===== config.mk =====
export PLATFORM = sky130hd
export DESIGN_NAME = srs_div
export DESIGN_NICKNAME = d
export VERILOG_FILES = /design/src/srs_div.sv
export SDC_FILE = /design/constraint.sdc
export NUM_CORES = 2
export LEC_CHECK = 0
export ABC_CLOCK_PERIOD_IN_PS = 4059
export BUFFER_PORTS_ARGS = -buffer_cell sky130_fd_sc_hd__buf_4
export CORE_MARGIN = 2
export CORE_UTILIZATION = 45
export DETAILED_ROUTE_END_ITERATION = 6
export PLACE_DENSITY_LB_ADDON = 0.25
export SLEW_MARGIN = 20
export SYNTH_ARGS = -nofsm -noshare
export SYNTH_HDL_FRONTEND = slang
export SYNTH_SLANG_ARGS = --single-unit

===== constraint.sdc =====
create_clock -name i_clk -period 4.06 [get_ports i_clk]
set_clock_uncertainty 0.2 [all_clocks]
set_input_delay 0.609 -clock i_clk [delete_from_list [all_inputs] [get_ports i_clk]]
set_output_delay 0.609 -clock i_clk [all_outputs]
set_load 0.02 [all_outputs]

===== src/srs_div.sv =====
// ----------------------------------------------------------------------------
// srs_div
// pipelined restoring divider, one quotient bit per stage, with a sideband
// that travels alongside; the caller guarantees the quotient fits in QW bits
// ----------------------------------------------------------------------------
module srs_div #(
    parameter int NW = 45,
    parameter int DW = 31,
    parameter int QW = 15,
    parameter int SW = 1
) (
    input  logic          i_clk,
    input  logic          i_rst_n,
    input  logic          i_en,
    input  logic          i_valid,
    input  logic [NW-1:0] i_num,
    input  logic [DW-1:0] i_den,
    input  logic [SW-1:0] i_side,
    output logic          o_valid,
    output logic [QW-1:0] o_quo,
    output logic [SW-1:0] o_side
);

    logic [DW-1:0] r_rem  [QW];
    logic [QW-1:0] r_low  [QW];
    logic [QW-1:0] r_quo  [QW];
    logic [DW-1:0] r_den  [QW];
    logic [SW-1:0] r_side [QW];
    logic          r_vld  [QW];

    for (genvar k = 0; k < QW; k++) begin : g_st
        logic [DW-1:0] rem_in;
        logic [DW-1:0] den_in;
        logic [QW-1:0] low_in;
        logic [QW-1:0] quo_in;
        logic [SW-1:0] side_in;
        logic          vld_in;
        logic [DW:0]   trial;
        logic          ge;

        if (k == 0) begin : g_first
            assign rem_in  = DW'(i_num >> QW);
            assign low_in  = i_num[QW-1:0];
            assign quo_in  = '0;
            assign den_in  = i_den;
            assign side_in = i_side;
            assign vld_in  = i_valid;
        end else begin : g_next
            assign rem_in  = r_rem[k-1];
            assign low_in  = r_low[k-1];
            assign quo_in  = r_quo[k-1];
            assign den_in  = r_den[k-1];
            assign side_in = r_side[k-1];
            assign vld_in  = r_vld[k-1];
        end

        // bring down one numerator bit and try the subtract
        assign trial = {rem_in, low_in[QW-1]};
        assign ge    = trial >= {1'b0, den_in};

        always_ff @(posedge i_clk) begin
            if (!i_rst_n) begin
                r_vld[k] <= 1'b0;
            end else if (i_en) begin
                r_vld[k] <= vld_in;
            end
        end

        always_ff @(posedge i_clk) begin
            if (i_en) begin
                r_rem[k]  <= ge ? DW'(trial - {1'b0, den_in}) : trial[DW-1:0];
                r_low[k]  <= low_in << 1;
                r_quo[k]  <= (quo_in << 1) | QW'(ge);
                r_den[k]  <= den_in;
                r_side[k] <= side_in;
            end
        end
    end

    assign o_valid = r_vld[QW-1];
    assign o_quo   = r_quo[QW-1];
    assign o_side  = r_side[QW-1];

endmodule


==> impl_metrics.csv <==
group,metric,value,unit
critical_path,required,4.37,ns
cells_and_area,area_growth,14.7,%
routing,dr.pass1.iters,7,
placed_design,dpl_cell_area,0.0671,mm^2
placed_design,gp_congestion,0.931,
die,core_area,0.139,mm^2
routing,dr.first_iter.drc_count,1959,
global_routing,grt_pass1_vias,42800,
global_routing,grt_max_degree,132,
placed_design,placed_cells,7549,
synth,synth_cell_types,102,
cells_and_area,layout_common_cells,"1122 x edfxtp_1, 584 x inv_1, 463 x ha_1, 454 x a21oi_1, 373 x nand2_1",
cells_and_area,utilization,51.9,%
outcome,status,"completed",
power_and_ir_drop,ir_worst_vdd,0.452,mV
critical_path,cp-start-kind,"primary input",
synth,yosys.area.top_type_share,53.6,%
global_routing,track_usage,18.3,%
sta,tns,0,ns
clocking,clk-insertion-delay-late,0.76,ns
sta,worst_pin_slew,0.875,ns
clocking,cts_num_sinks,1123,
synth,ys_ff_latch,1123,
die,dieHeight,378,um
synth,synth_edf_count,1122,
sta,fin_crit_sh,97.8,%
cells_and_area,drive_gt1_share,11.8,%
global_routing,grt_first_pass_wirelength,210000,um
die,std_cell_rows,137,
sta,relSlewSlack,41.6,%
power_and_ir_drop,p_leak,29.8,nW
die,initial_utilization,45.2,%
die,ios,98,
synth,synth_top_cell_by_area,"edfxtp_1",
clocking,cts_buffers,133,
die,dieWidth,378,um
cells_and_area,layout_commonest_cell,"edfxtp_1",
routing,routed_wl,132000,um
placed_design,place_ws,-0.325,ns
clocking,h-tree-depth,4,
flow_run,drv_cap,0,
power_and_ir_drop,power_density,764,mW/mm^2
routing,viasPerCell,5.32,
synth,ys.flop_type,"edfxtp_1",
cells_and_area,final_area,0.0722,mm^2
synth,syn_area,0.0629,mm^2
die,dieArea,0.143,mm^2
placed_design,hpwl,99500,um
critical_path,path_max_fanout,32,
hold_path,hp-class,"primary input to flip-flop",
clocking,clk_pin_slew_worst_paths,0.05,ns
critical_path,crit_type,"primary input to flip-flop",
critical_path,cp.arrival,4.28,ns
clocking,cts_buffer_depth,3,
sta,slew_viol_final,0,
global_routing,overflow,0,
cells_and_area,finalNonFillerCells,7870,
synth,ys_async_sr_fraction,0,%
sta,period_needed,3.97,ns
synth,synth_area_leaders,"edfxtp_1 54%, ha_1 9.2%, a21oi_1 3.6%",
global_routing,antenna_found_initial,0,
clocking,root_buffer,"clkbuf_16",
cells_and_area,n_antenna_cell,0,
placed_design,port_buffers,97,
routing,routedWlPerCell,16.7,um
synth,synthesis.instances,5517,
synth,syn_avg_cell_area,11.4,um^2
routing,ant_nets,0,
synth,ys_seq_area_share,53.6,%
clocking,cts_tree,"built",
sta,worst_slack,0.0900,ns
sta,setup_viol,0,
routing,via_count,41900,
synth,synth_warnings,0,
critical_path,crit_path_end_kind,"flip-flop",
sta,hold_viol_final,0,
routing,drc,0,
sta,fmax,252,MHz
synth,syn_nets,6077,
cells_and_area,fin_nets,6455,
final timing paths:
| kind | slack (ns) | to | depth (start not counted) | from |
|---|---|---|---|---|
| hold / removal | 0.09 | r_quo[14][3]$_DFFE_PP_ | 1 | i_en |
| setup / recovery | 0.09 | r_rem[0][1]$_DFFE_PP_ | 12 | i_num[26] |
| hold reg to reg | 0.20 | r_side[1][4]$_DFFE_PP_ | 0 | r_side[1][3]$_DFFE_PP_ |
| setup reg to reg | 0.09 | r_rem[0][205]$_DFFE_PP_ | 13 | r_den[0][155]$_DFFE_PP_ |
flip-flops by register name (all words and copies together) (netlist names):
signal	flops
r_den	434
r_low	105
r_quo	120
r_rem	434
r_side	15
r_vld	15
power by group:
group	switching [mW]	total (mW)	leakage [nW]	internal [mW]
clock	4.64	11.3	1.99	6.61
combinational	13.8	25.4	16.8	11.6
sequential	1.48	18.5	11.0	17.0
total	19.9	55.2	29.8	35.2
worst max-delay path: stages:
cell and delay (ns):
dlygate4sd3_1 0.54, buf_4 0.14, ha_1 0.46, nand3_1 0.22
nor4_1 0.44, nand4_1 0.28, o21ai_0 0.45, nand3_1 0.14
o211ai_1 0.14, a221o_2 0.22, buf_12 0.25, mux2_2 0.37
area by class of cell:
class | count | area [um^2]
Tap cell | 1876 | 2350
Multi-Input combinational cell | 3684 | 26500
Fill cell | 12200 | 67000
Clock buffer | 160 | 3470
Timing Repair Buffer | 367 | 3300
Inverter | 586 | 2200
Clock inverter | 74 | 648
Sequential cell | 1123 | 33700
synthesized netlist by cell type (13+ instances only):
library cell	instances
mux2_2	116
o21ai_1	18
o21ai_0	359
a21o_1	233
nand3_1	80
o21bai_1	55
o21a_1	68
a21oi_1	458
xor2_1	143
and4_1	14
o211ai_1	27
ha_1	465
nand2_1	374
clkbuf_1	75
o31ai_1	41
fa_1	14
a21boi_0	18
or3_1	14
xnor2_1	212
nand4_1	75
inv_1	584
nand2b_1	64
or2_2	13
o31a_1	13
a31oi_1	33
edfxtp_1	1122
and3_1	46
buf_2	29
nor3_1	64
and2_1	15
nor4_1	15
mux2_4	37
nor2b_1	65
a31o_2	13
a211oi_1	36
nor2_1	293
per-layer routing:
layer	GRT usage (%)	up-vias	wire length, um
li1	-	21000	-
met1	17.8	19700	48600
met2	36.5	740	72800
met3	2.94	361	3700
met4	9.84	0	6710
met5	0	-	0
cells by family after synthesis:
kind of cell | synth area share, %
xor+xnor | 4.94
simple gates | 8.88
flops | 53.6
fa+ha+maj | 9.69
mux | 3.19
compound gates | 15.3
buf+inv | 4.45
through the flow:
step                power [mW]  hold WS, ns
floorplan                 36.9        0.200
global placement          43.3        0.200
detailed placement        43.6        0.205
CTS                       55.3       0.0548
global route              59.2       0.0586
finish                    55.2       0.0933
what timing repair did:
item                       in CTS  in global routing
buffers inserted                1                  5
resized for setup               0                 17
setup endpoints to repair       8                 48
pin swaps                       1                  5
hold buffers                   78                  0
gates cloned                    0                  3
hold endpoints to repair       78                  0
No activity file was read; power rests on OpenSTA's default activity.
